### src/hw/rtl/dmcr_pkg.sv
// Shared constants for the direct-mapped cache refill core.
// Holds geometry, command, status and register codes; depends on nothing.
package dmcr_pkg;

    localparam int INDEX_BITS  = 4;
    localparam int OFFSET_BITS = 2;

    localparam int ADDR_W      = 32;
    localparam int WORD_W      = 32;
    localparam int TAG_SHIFT   = 2 + INDEX_BITS + OFFSET_BITS;
    localparam int TAG_W       = ADDR_W - TAG_SHIFT;
    localparam int SLOT_BITS   = INDEX_BITS + OFFSET_BITS;
    localparam int BLOCK_COUNT = 1 << INDEX_BITS;
    localparam int NUM_WORDS   = 1 << SLOT_BITS;
    localparam int BLK_WORDS   = 1 << OFFSET_BITS;

    localparam int PADDR_W = 4;
    localparam int PDATA_W = 32;

    localparam logic [1:0] CMD_READ  = 2'd0;
    localparam logic [1:0] CMD_WRITE = 2'd1;
    localparam logic [1:0] CMD_TICK  = 2'd2;

    localparam logic [1:0] ST_HIT       = 2'd0;
    localparam logic [1:0] ST_MISS      = 2'd1;
    localparam logic [1:0] ST_NO_ACCESS = 2'd2;

    localparam logic [1:0] REG_WRITE_POLICY = 2'd0;
    localparam logic [1:0] REG_MISS_PENALTY = 2'd1;
    localparam logic [1:0] REG_SUB_PENALTY  = 2'd2;

    localparam logic [7:0] MISS_PENALTY_RST = 8'd8;
    localparam logic [7:0] SUB_PENALTY_RST  = 8'd2;

endpackage

### src/hw/rtl/direct_mapped_cache_refill_core.sv
// Top level of the direct-mapped cache refill core.
// Depends on dmcr_pkg for geometry, command, status and register codes.
//
// The block takes one word per cycle on the s_ channel (valid/ready) while
// s_ready is high: a read, a write or one memory tick, with the memory grant,
// refill word and write buffer state that belong to it. Each word gives
// exactly one result word on the m_ channel: access status, read data, an
// optional write-buffer entry, the refill state after the word and a memory
// release flag. A word is held in the input register, is looked up and
// applied to the cache state by a single pass of logic, and lands in the
// result register. One word is accepted and one result delivered every
// cycle while m_ready stays high. The data array is read as the word is
// accepted, with a bypass for the write made in the same cycle.
// While m_ready is low the result register holds, the input register still
// takes one more word, and then s_ready drops until the result is taken.
// Reset empties both registers, clears all word valid bits, dirty bits and
// the refill state, and loads the register defaults: write-back, miss
// penalty 8, subsequent penalty 2; pready is always high. The user must
// write registers over the APB port only while the block is idle; the
// block itself does not enforce this.
module direct_mapped_cache_refill_core (
    input  logic                             aclk,
    input  logic                             aresetn,

    input  logic                             psel,
    input  logic                             penable,
    input  logic                             pwrite,
    input  logic [dmcr_pkg::PADDR_W-1:0]     paddr,
    input  logic [dmcr_pkg::PDATA_W-1:0]     pwdata,
    output logic [dmcr_pkg::PDATA_W-1:0]     prdata,
    output logic                             pready,

    input  logic                             s_valid,
    output logic                             s_ready,
    input  logic [1:0]                       s_cmd,
    input  logic [dmcr_pkg::ADDR_W-1:0]      s_address,
    input  logic [dmcr_pkg::WORD_W-1:0]      s_write_data,
    input  logic                             s_mem_granted,
    input  logic [dmcr_pkg::WORD_W-1:0]      s_mem_word,
    input  logic                             s_wbuf_full,

    output logic                             m_valid,
    input  logic                             m_ready,
    output logic [1:0]                       m_status,
    output logic [dmcr_pkg::WORD_W-1:0]      m_read_data,
    output logic                             m_wb_valid,
    output logic [dmcr_pkg::ADDR_W-1:0]      m_wb_address,
    output logic [dmcr_pkg::WORD_W-1:0]      m_wb_data,
    output logic                             m_refill_pending,
    output logic [dmcr_pkg::ADDR_W-1:0]      m_refill_address,
    output logic                             m_mem_release
);

    localparam int IB = dmcr_pkg::INDEX_BITS;
    localparam int OB = dmcr_pkg::OFFSET_BITS;
    localparam int SB = dmcr_pkg::SLOT_BITS;
    localparam int TS = dmcr_pkg::TAG_SHIFT;
    localparam int TW = dmcr_pkg::TAG_W;
    localparam int AW = dmcr_pkg::ADDR_W;
    localparam int WW = dmcr_pkg::WORD_W;

    // Configuration registers.
    logic       write_policy_reg;
    logic [7:0] miss_penalty_reg;
    logic [7:0] sub_penalty_reg;
    logic       cfg_write;

    assign pready    = 1'b1;
    assign cfg_write = psel && penable && pwrite;

    always_ff @(posedge aclk) begin
        if (!aresetn) begin
            write_policy_reg <= 1'b0;
            miss_penalty_reg <= dmcr_pkg::MISS_PENALTY_RST;
            sub_penalty_reg  <= dmcr_pkg::SUB_PENALTY_RST;
        end else if (cfg_write) begin
            case (paddr[3:2])
                dmcr_pkg::REG_WRITE_POLICY: write_policy_reg <= pwdata[0];
                dmcr_pkg::REG_MISS_PENALTY: miss_penalty_reg <= pwdata[7:0];
                dmcr_pkg::REG_SUB_PENALTY:  sub_penalty_reg  <= pwdata[7:0];
                default: ;
            endcase
        end
    end

    always_comb begin
        prdata = '0;
        case (paddr[3:2])
            dmcr_pkg::REG_WRITE_POLICY: prdata[0]   = write_policy_reg;
            dmcr_pkg::REG_MISS_PENALTY: prdata[7:0] = miss_penalty_reg;
            dmcr_pkg::REG_SUB_PENALTY:  prdata[7:0] = sub_penalty_reg;
            default: prdata = '0;
        endcase
    end

    // Input register.
    logic          in_valid_reg;
    logic [1:0]    in_cmd_reg;
    logic [AW-1:0] in_addr_reg;
    logic [WW-1:0] in_wdata_reg;
    logic          in_granted_reg;
    logic [WW-1:0] in_mword_reg;
    logic          in_full_reg;

    logic out_valid_reg;
    logic proc_fire;
    logic s_fire;

    assign proc_fire = in_valid_reg && (!out_valid_reg || m_ready);
    assign s_ready   = !in_valid_reg || proc_fire;
    assign s_fire    = s_valid && s_ready;

    always_ff @(posedge aclk) begin
        if (!aresetn) begin
            in_valid_reg <= 1'b0;
        end else if (s_ready) begin
            in_valid_reg <= s_valid;
        end
    end

    always_ff @(posedge aclk) begin
        if (s_fire) begin
            in_cmd_reg     <= s_cmd;
            in_addr_reg    <= s_address;
            in_wdata_reg   <= s_write_data;
            in_granted_reg <= s_mem_granted;
            in_mword_reg   <= s_mem_word;
            in_full_reg    <= s_wbuf_full;
        end
    end

    // Cache state.
    logic [TW-1:0]                    tag_store [dmcr_pkg::BLOCK_COUNT];
    logic [dmcr_pkg::NUM_WORDS-1:0]   word_valid_reg, word_valid_next;
    logic [dmcr_pkg::BLOCK_COUNT-1:0] block_dirty_reg, block_dirty_next;
    logic                             fetch_busy_reg, fetch_busy_next;
    logic [7:0]                       wait_count_reg, wait_count_next;
    logic [OB-1:0]                    next_word_reg, next_word_next;
    logic [AW-1:0]                    fetch_addr_reg, fetch_addr_next;

    // Data array with registered read and same-cycle write bypass.
    logic [WW-1:0] word_store [dmcr_pkg::NUM_WORDS];
    logic [WW-1:0] rd_data_reg;
    logic          byp_hit_reg;
    logic [WW-1:0] byp_data_reg;
    logic          mem_we;
    logic [SB-1:0] mem_wa;
    logic [WW-1:0] mem_wd;
    logic [SB-1:0] s_slot;
    logic [WW-1:0] stored_word;

    assign s_slot      = s_address[TS-1:2];
    assign stored_word = byp_hit_reg ? byp_data_reg : rd_data_reg;

    always_ff @(posedge aclk) begin
        if (proc_fire && mem_we) begin
            word_store[mem_wa] <= mem_wd;
        end
        if (s_fire) begin
            rd_data_reg  <= word_store[s_slot];
            byp_hit_reg  <= proc_fire && mem_we && (mem_wa == s_slot);
            byp_data_reg <= mem_wd;
        end
    end

    // Single pass over the word in the input register.
    logic [IB-1:0] blk;
    logic [SB-1:0] slot;
    logic [TW-1:0] tag;
    logic          hit;
    logic          start;
    logic [IB-1:0] f_blk;
    logic [OB-1:0] f_word;
    logic [SB-1:0] f_slot;
    logic [7:0]    limit;
    logic [7:0]    wait_inc;
    logic          tag_we;
    logic [IB-1:0] tag_wa;
    logic [TW-1:0] tag_wd;

    logic [1:0]    status;
    logic [WW-1:0] read_data;
    logic          wb_valid;
    logic [AW-1:0] wb_address;
    logic [WW-1:0] wb_data;
    logic          release_w;

    assign blk    = in_addr_reg[TS-1:2+OB];
    assign slot   = in_addr_reg[TS-1:2];
    assign tag    = in_addr_reg[AW-1:TS];
    assign hit    = word_valid_reg[slot] && (tag_store[blk] == tag);
    assign f_blk  = fetch_addr_reg[TS-1:2+OB];
    assign f_word = next_word_reg;
    assign f_slot = {f_blk, f_word};

    always_comb begin
        word_valid_next  = word_valid_reg;
        block_dirty_next = block_dirty_reg;
        fetch_busy_next  = fetch_busy_reg;
        wait_count_next  = wait_count_reg;
        next_word_next   = next_word_reg;
        fetch_addr_next  = fetch_addr_reg;
        mem_we     = 1'b0;
        mem_wa     = slot;
        mem_wd     = in_wdata_reg;
        tag_we     = 1'b0;
        tag_wa     = f_blk;
        tag_wd     = fetch_addr_reg[AW-1:TS];
        status     = dmcr_pkg::ST_NO_ACCESS;
        read_data  = '0;
        wb_valid   = 1'b0;
        wb_address = '0;
        wb_data    = '0;
        release_w  = 1'b0;
        start      = 1'b0;
        limit      = (f_word == '0) ? miss_penalty_reg : sub_penalty_reg;
        wait_inc   = wait_count_reg + 8'd1;

        case (in_cmd_reg)
            dmcr_pkg::CMD_READ: begin
                if (hit) begin
                    status    = dmcr_pkg::ST_HIT;
                    read_data = stored_word;
                end else begin
                    status = dmcr_pkg::ST_MISS;
                    start  = !fetch_busy_reg;
                    if (start && block_dirty_reg[blk] && !write_policy_reg) begin
                        if (in_full_reg) begin
                            start = 1'b0;
                        end else begin
                            wb_valid   = 1'b1;
                            wb_address = {tag_store[blk], in_addr_reg[TS-1:2], 2'b00};
                            wb_data    = stored_word;
                        end
                    end
                    if (start) begin
                        fetch_busy_next = 1'b1;
                        fetch_addr_next = {in_addr_reg[AW-1:TS], {TS{1'b0}}};
                        wait_count_next = '0;
                        next_word_next  = '0;
                    end
                end
            end
            dmcr_pkg::CMD_WRITE: begin
                if (hit) begin
                    status                = dmcr_pkg::ST_HIT;
                    mem_we                = 1'b1;
                    block_dirty_next[blk] = 1'b1;
                    if (write_policy_reg) begin
                        if (in_full_reg) begin
                            status = dmcr_pkg::ST_MISS;
                        end else begin
                            wb_valid   = 1'b1;
                            wb_address = {in_addr_reg[AW-1:2], 2'b00};
                            wb_data    = in_wdata_reg;
                        end
                    end
                end else begin
                    status = dmcr_pkg::ST_MISS;
                end
            end
            dmcr_pkg::CMD_TICK: begin
                if (fetch_busy_reg && in_granted_reg) begin
                    if (wait_inc != limit) begin
                        wait_count_next = wait_inc;
                    end else begin
                        wait_count_next = '0;
                        mem_we = 1'b1;
                        mem_wa = f_slot;
                        mem_wd = in_mword_reg;
                        tag_we = 1'b1;
                        if (f_word == '0) begin
                            for (int i = 0; i < dmcr_pkg::BLK_WORDS; i++) begin
                                word_valid_next[{f_blk, OB'(i)}] = 1'b0;
                            end
                            block_dirty_next[f_blk] = 1'b0;
                        end
                        word_valid_next[f_slot] = 1'b1;
                        if (f_word != {OB{1'b1}}) begin
                            next_word_next = f_word + OB'(1);
                            fetch_addr_next[2+OB-1:2] = f_word + OB'(1);
                        end else begin
                            next_word_next  = '0;
                            fetch_busy_next = 1'b0;
                            release_w       = 1'b1;
                        end
                    end
                end
            end
            default: ;
        endcase
    end

    always_ff @(posedge aclk) begin
        if (!aresetn) begin
            word_valid_reg  <= '0;
            block_dirty_reg <= '0;
            fetch_busy_reg  <= 1'b0;
            wait_count_reg  <= '0;
            next_word_reg   <= '0;
            fetch_addr_reg  <= '0;
        end else if (proc_fire) begin
            word_valid_reg  <= word_valid_next;
            block_dirty_reg <= block_dirty_next;
            fetch_busy_reg  <= fetch_busy_next;
            wait_count_reg  <= wait_count_next;
            next_word_reg   <= next_word_next;
            fetch_addr_reg  <= fetch_addr_next;
        end
    end

    always_ff @(posedge aclk) begin
        if (proc_fire && tag_we) begin
            tag_store[tag_wa] <= tag_wd;
        end
    end

    // Result register.
    logic [1:0]    status_reg;
    logic [WW-1:0] read_data_reg;
    logic          wb_valid_reg;
    logic [AW-1:0] wb_address_reg;
    logic [WW-1:0] wb_data_reg;
    logic          refill_pending_reg;
    logic [AW-1:0] refill_address_reg;
    logic          mem_release_reg;

    always_ff @(posedge aclk) begin
        if (!aresetn) begin
            out_valid_reg <= 1'b0;
        end else if (proc_fire) begin
            out_valid_reg <= 1'b1;
        end else if (m_ready) begin
            out_valid_reg <= 1'b0;
        end
    end

    always_ff @(posedge aclk) begin
        if (proc_fire) begin
            status_reg         <= status;
            read_data_reg      <= read_data;
            wb_valid_reg       <= wb_valid;
            wb_address_reg     <= wb_address;
            wb_data_reg        <= wb_data;
            refill_pending_reg <= fetch_busy_next;
            refill_address_reg <= fetch_busy_next ? fetch_addr_next : '0;
            mem_release_reg    <= release_w;
        end
    end

    assign m_valid          = out_valid_reg;
    assign m_status         = status_reg;
    assign m_read_data      = read_data_reg;
    assign m_wb_valid       = wb_valid_reg;
    assign m_wb_address     = wb_address_reg;
    assign m_wb_data        = wb_data_reg;
    assign m_refill_pending = refill_pending_reg;
    assign m_refill_address = refill_address_reg;
    assign m_mem_release    = mem_release_reg;

endmodule

### config.mk
export PLATFORM = sky130hd
export DESIGN_NAME = direct_mapped_cache_refill_core
export DESIGN_NICKNAME = d
export VERILOG_FILES = /design/src/hw/rtl/dmcr_pkg.sv /design/src/hw/rtl/direct_mapped_cache_refill_core.sv
export SDC_FILE = /design/constraint.sdc
export NUM_CORES = 2
export LEC_CHECK = 0
export ABC_AREA = 1
export BUFFER_PORTS_ARGS = -buffer_cell sky130_fd_sc_hd__clkbuf_2
export CORE_MARGIN = 4
export CORE_UTILIZATION = 26
export CTS_BUF_LIST = sky130_fd_sc_hd__clkbuf_8
export DETAILED_ROUTE_END_ITERATION = 8
export HOLD_SLACK_MARGIN = 0.15
export PLACE_DENSITY_LB_ADDON = 0.25
export SETUP_SLACK_MARGIN = 0.15
export SLEW_MARGIN = 30
export SYNTH_ARGS = -nofsm -noshare
export SYNTH_HDL_FRONTEND = slang
export SYNTH_SLANG_ARGS = --single-unit
### constraint.sdc
create_clock -name aclk -period 9.4 [get_ports aclk]
set_clock_uncertainty 0.1 [all_clocks]
set_input_delay 0.47 -clock aclk [delete_from_list [all_inputs] [get_ports aclk]]
set_output_delay 0.47 -clock aclk [all_outputs]
set_load 0.05 [all_outputs]
==> results.ini <==
[timing]
rsz0062_at_grt=no
fmax_ghz=0.1502
period_needed_ps=6660
setup_viol=0
slew_viol_final=0
holdWs_ps=193.5
timing.final.crit_share_pct=70.85
maxSlewHeadroom_pct=25.27
worst_pin_slew_ps=1121
final.setup.tns_ps=0
hold_viol=0

[power_and_ir_drop]
powerDensity_nw_per_um2=193.2
power_mw=26.03
vdd_drop_max_uv=113.1
leakage_nw=44.84

[drt]
ant_nets=0
routed-via-count=79460
first_pass_iters=5
post_drt_wl_per_cell_um=23.65
drt-total-wl_um=385800
drcViolationCount=0
via_per_inst=4.870
drtIter0Drc=8291

[clocking]
numCtsBuffers=460
clkSinkCount=2872
cts_max_level=5
cts_root_buf=clkbuf_8
clk_pin_slew_ps=60
insertion_delay_ps=1060
cts_tree=built
cts_resized=0
cts_buffer_depth=4

[logic_synthesis]
netlist-cell-type-count=43
synth_fa_ha_area_share_pct=0.1087
synthMuxAreaShare_pct=0.2782
synthSimpleGateAreaFrac_pct=11.05
synth_compound_area_share_pct=11.52
synth_xor_area_share_pct=0.06085
synth-seq-cells=2872
synth_top_family_by_area=compound AO/OA/AOI/OAI gates
synth_cells=9514
ys_seq_area_share_pct=73.63
syn_avg_cell_area_um2=12.10
synth-warning-count=0
syn-cell-area_um2=115100

[global_routing]
grtUsageTotal_pct=16.28
grt_pass1_vias=77350
antenna_found_initial=30
grt_pass1_wl_um=547700
grt_max_degree=181
grt.overflow.total=0

[status]
outcome=finished clean

[cells_and_area]
finalNetCount=10210
n_fill_cell=44510
drive_gt1_share_pct=11.76
syn2layout_area_growth_pct=16.99
largest_register_ffs=2048

[setup_path]
worst-r2r-cell-count=19
cp_slowest_cell=nor2_4
critPathLaunchType=register
cp_common_cell=nand2_1
slowest_delay_ps=1090
r2r_slack_ps=2740
crit_type=register to register
crit_fanout=87
cp_data_arrival_time_ps=7240
required_ps=9980
rr_endpoint=word_store[60][11]
worstPathCellList=inv_6, buf_4, nand2_1, nand2_1, nand2_1, nand3_1, nand3_1, nand2_1, nand2_1, nand2_1, nand2_1, nor2_1, nand2_1, nor2_1, nand3_1, nand2_2, nand4_2, nor2_4, buf_4
crit_path_end_kind=register

[floorplanning]
die_h_um=673.5
start_util_pct=26.08
dieArea_um2=453600
core_um2=441500
rows=244
die_w_um=673.5
ioPinCount=311

[hold_path]
min_path_cells=2
holdCritPathClass=primary input to register
hp-start=s_address[16]
min_to=in_addr_reg[16]

[placement]
portBuffers=255
hpwl_um=216300
place.gp.congestion=0.8251

[flow_run]
maxCapViolCount=0

[worst max-delay path: cells and delay by family, from the launching register on]
kind,cells,cell delay (ps)
simple gates,16,4060
buf+inv,3,1570
flops,1,470
[where the power goes]
part	switching [mW]	internal (mW)	leakage (nW)
clock network	5.04	4.90	4.77
logic	1.45	0.474	14.1
registers	0.0780	14.1	26.0
[stage by stage]
step | instances | util [%] | worst slack [ps] | instance area, um^2
6_report | 16320 | 30.51 | 2740 | 134700
5_1_grt | 16310 | 30.51 | 2430 | 134700
4_1_cts | 16310 | 30.49 | 2632 | 134600
3_5_place_dp | 15280 | 28.15 | 2685 | 124300
3_3_place_gp | 15270 | 28.07 | 2281 | 123900
2_1_floorplan | 9539 | - | 3761 | 115200
[routing by layer]
| layer | share of wire, % | vias to the layer above | global-route usage (%) |
|---|---|---|---|
| met1 | 42 | 40210 | 21.65 |
| li1 | - | 35480 | - |
| met3 | 6.9 | 689 | 2.715 |
| met2 | 47 | 3065 | 27.03 |
| met5 | 0.012 | - | 0 |
| met4 | 3.2 | 6 | 5.208 |
[cells in the mapped netlist, drive strengths merged]
master  count  area [um^2]
a21o        1        7.510
a21oi     160        800.8
a22oi       7        52.55
a31o        2        17.52
and2        1        6.260
buf       148        837.1
clkbuf    499         1873
clkinv      4        15.01
conb        2        7.510
dfxtp     146         2923
edfxtp   2726        81860
ha         10        125.1
inv       299         1125
mux2i      32        320.3
nand2    1032         3889
nand3     350         1757
nand4      26        240.2
nor2     1788         6756
nor3        9        66.32
nor4        1        6.260
o211ai     27        202.7
o21ai    1531         7662
o21bai     25        187.7
o22ai     643         4023
o31ai       2        15.01
o32ai      34        297.8
or2         1        6.260
xnor2       2        17.52
xor2        6        52.55
[placed cells by master (no fill, tap or decap), drive strengths merged, types with 4 or more instances in the layout]
cell and instances:
inv 454, clkbuf 724, conb 27, a22oi 7
nor3 9, a21oi 160, o21ai 1531, o22ai 643
diode 4, nand2 1032, mux2i 32, o21bai 25
dfxtp 146, dlygate4sd3 210, bufinv 9, edfxtp 2726
nor2 1788, clkinv 177, o211ai 27, xor2 6
nand4 26, buf 240, o32ai 34, nand3 350
ha 10, clkinvlp 5
[how the worst max path moves through the flow]
| stage | depth (start not counted) | slack (ps) | to |
|---|---|---|---|
| final | 19 | 2740 | word_store[60][11] |
| after global routing | 19 | 2430 | word_store[60][10] |
| after CTS | 19 | 2630 | word_store[60][10] |
| after detailed placement | 19 | 2680 | word_store[60][4] |
| after global placement | 19 | 2280 | word_store[28][5] |
| after floorplan | 10 | 3760 | wait_count_reg[3] |
[layout make-up]
| cell class | instances | area, um^2 | share of cell area (%) |
|---|---|---|---|
| sequential | 2872 | 84790 | 62.94 |
| tap | 5904 | 7387 | 5.484 |
| timing repair buffer | 700 | 5684 | 4.220 |
| multi-input combinational | 5717 | 27440 | 20.37 |
| inverter | 303 | 1184 | 0.8787 |
| clock inverter | 342 | 1698 | 1.260 |
| antenna | 4 | 10.01 | 0.007431 |
| clock buffer | 474 | 6524 | 4.843 |
[what timing repair did]
action                     CTS  global route
hold endpoints to repair   157             0
hold buffers               210             0
setup endpoints to repair    0             0
buffers inserted             0             0
[logic make-up after synthesis]
group,after synthesis
fa+ha+maj,10
other cells,2
compound gates,2432
mux,32
simple gates,3208
flops,2872
xor+xnor,8
buf+inv,950
Power figures use the tool's default switching activity.
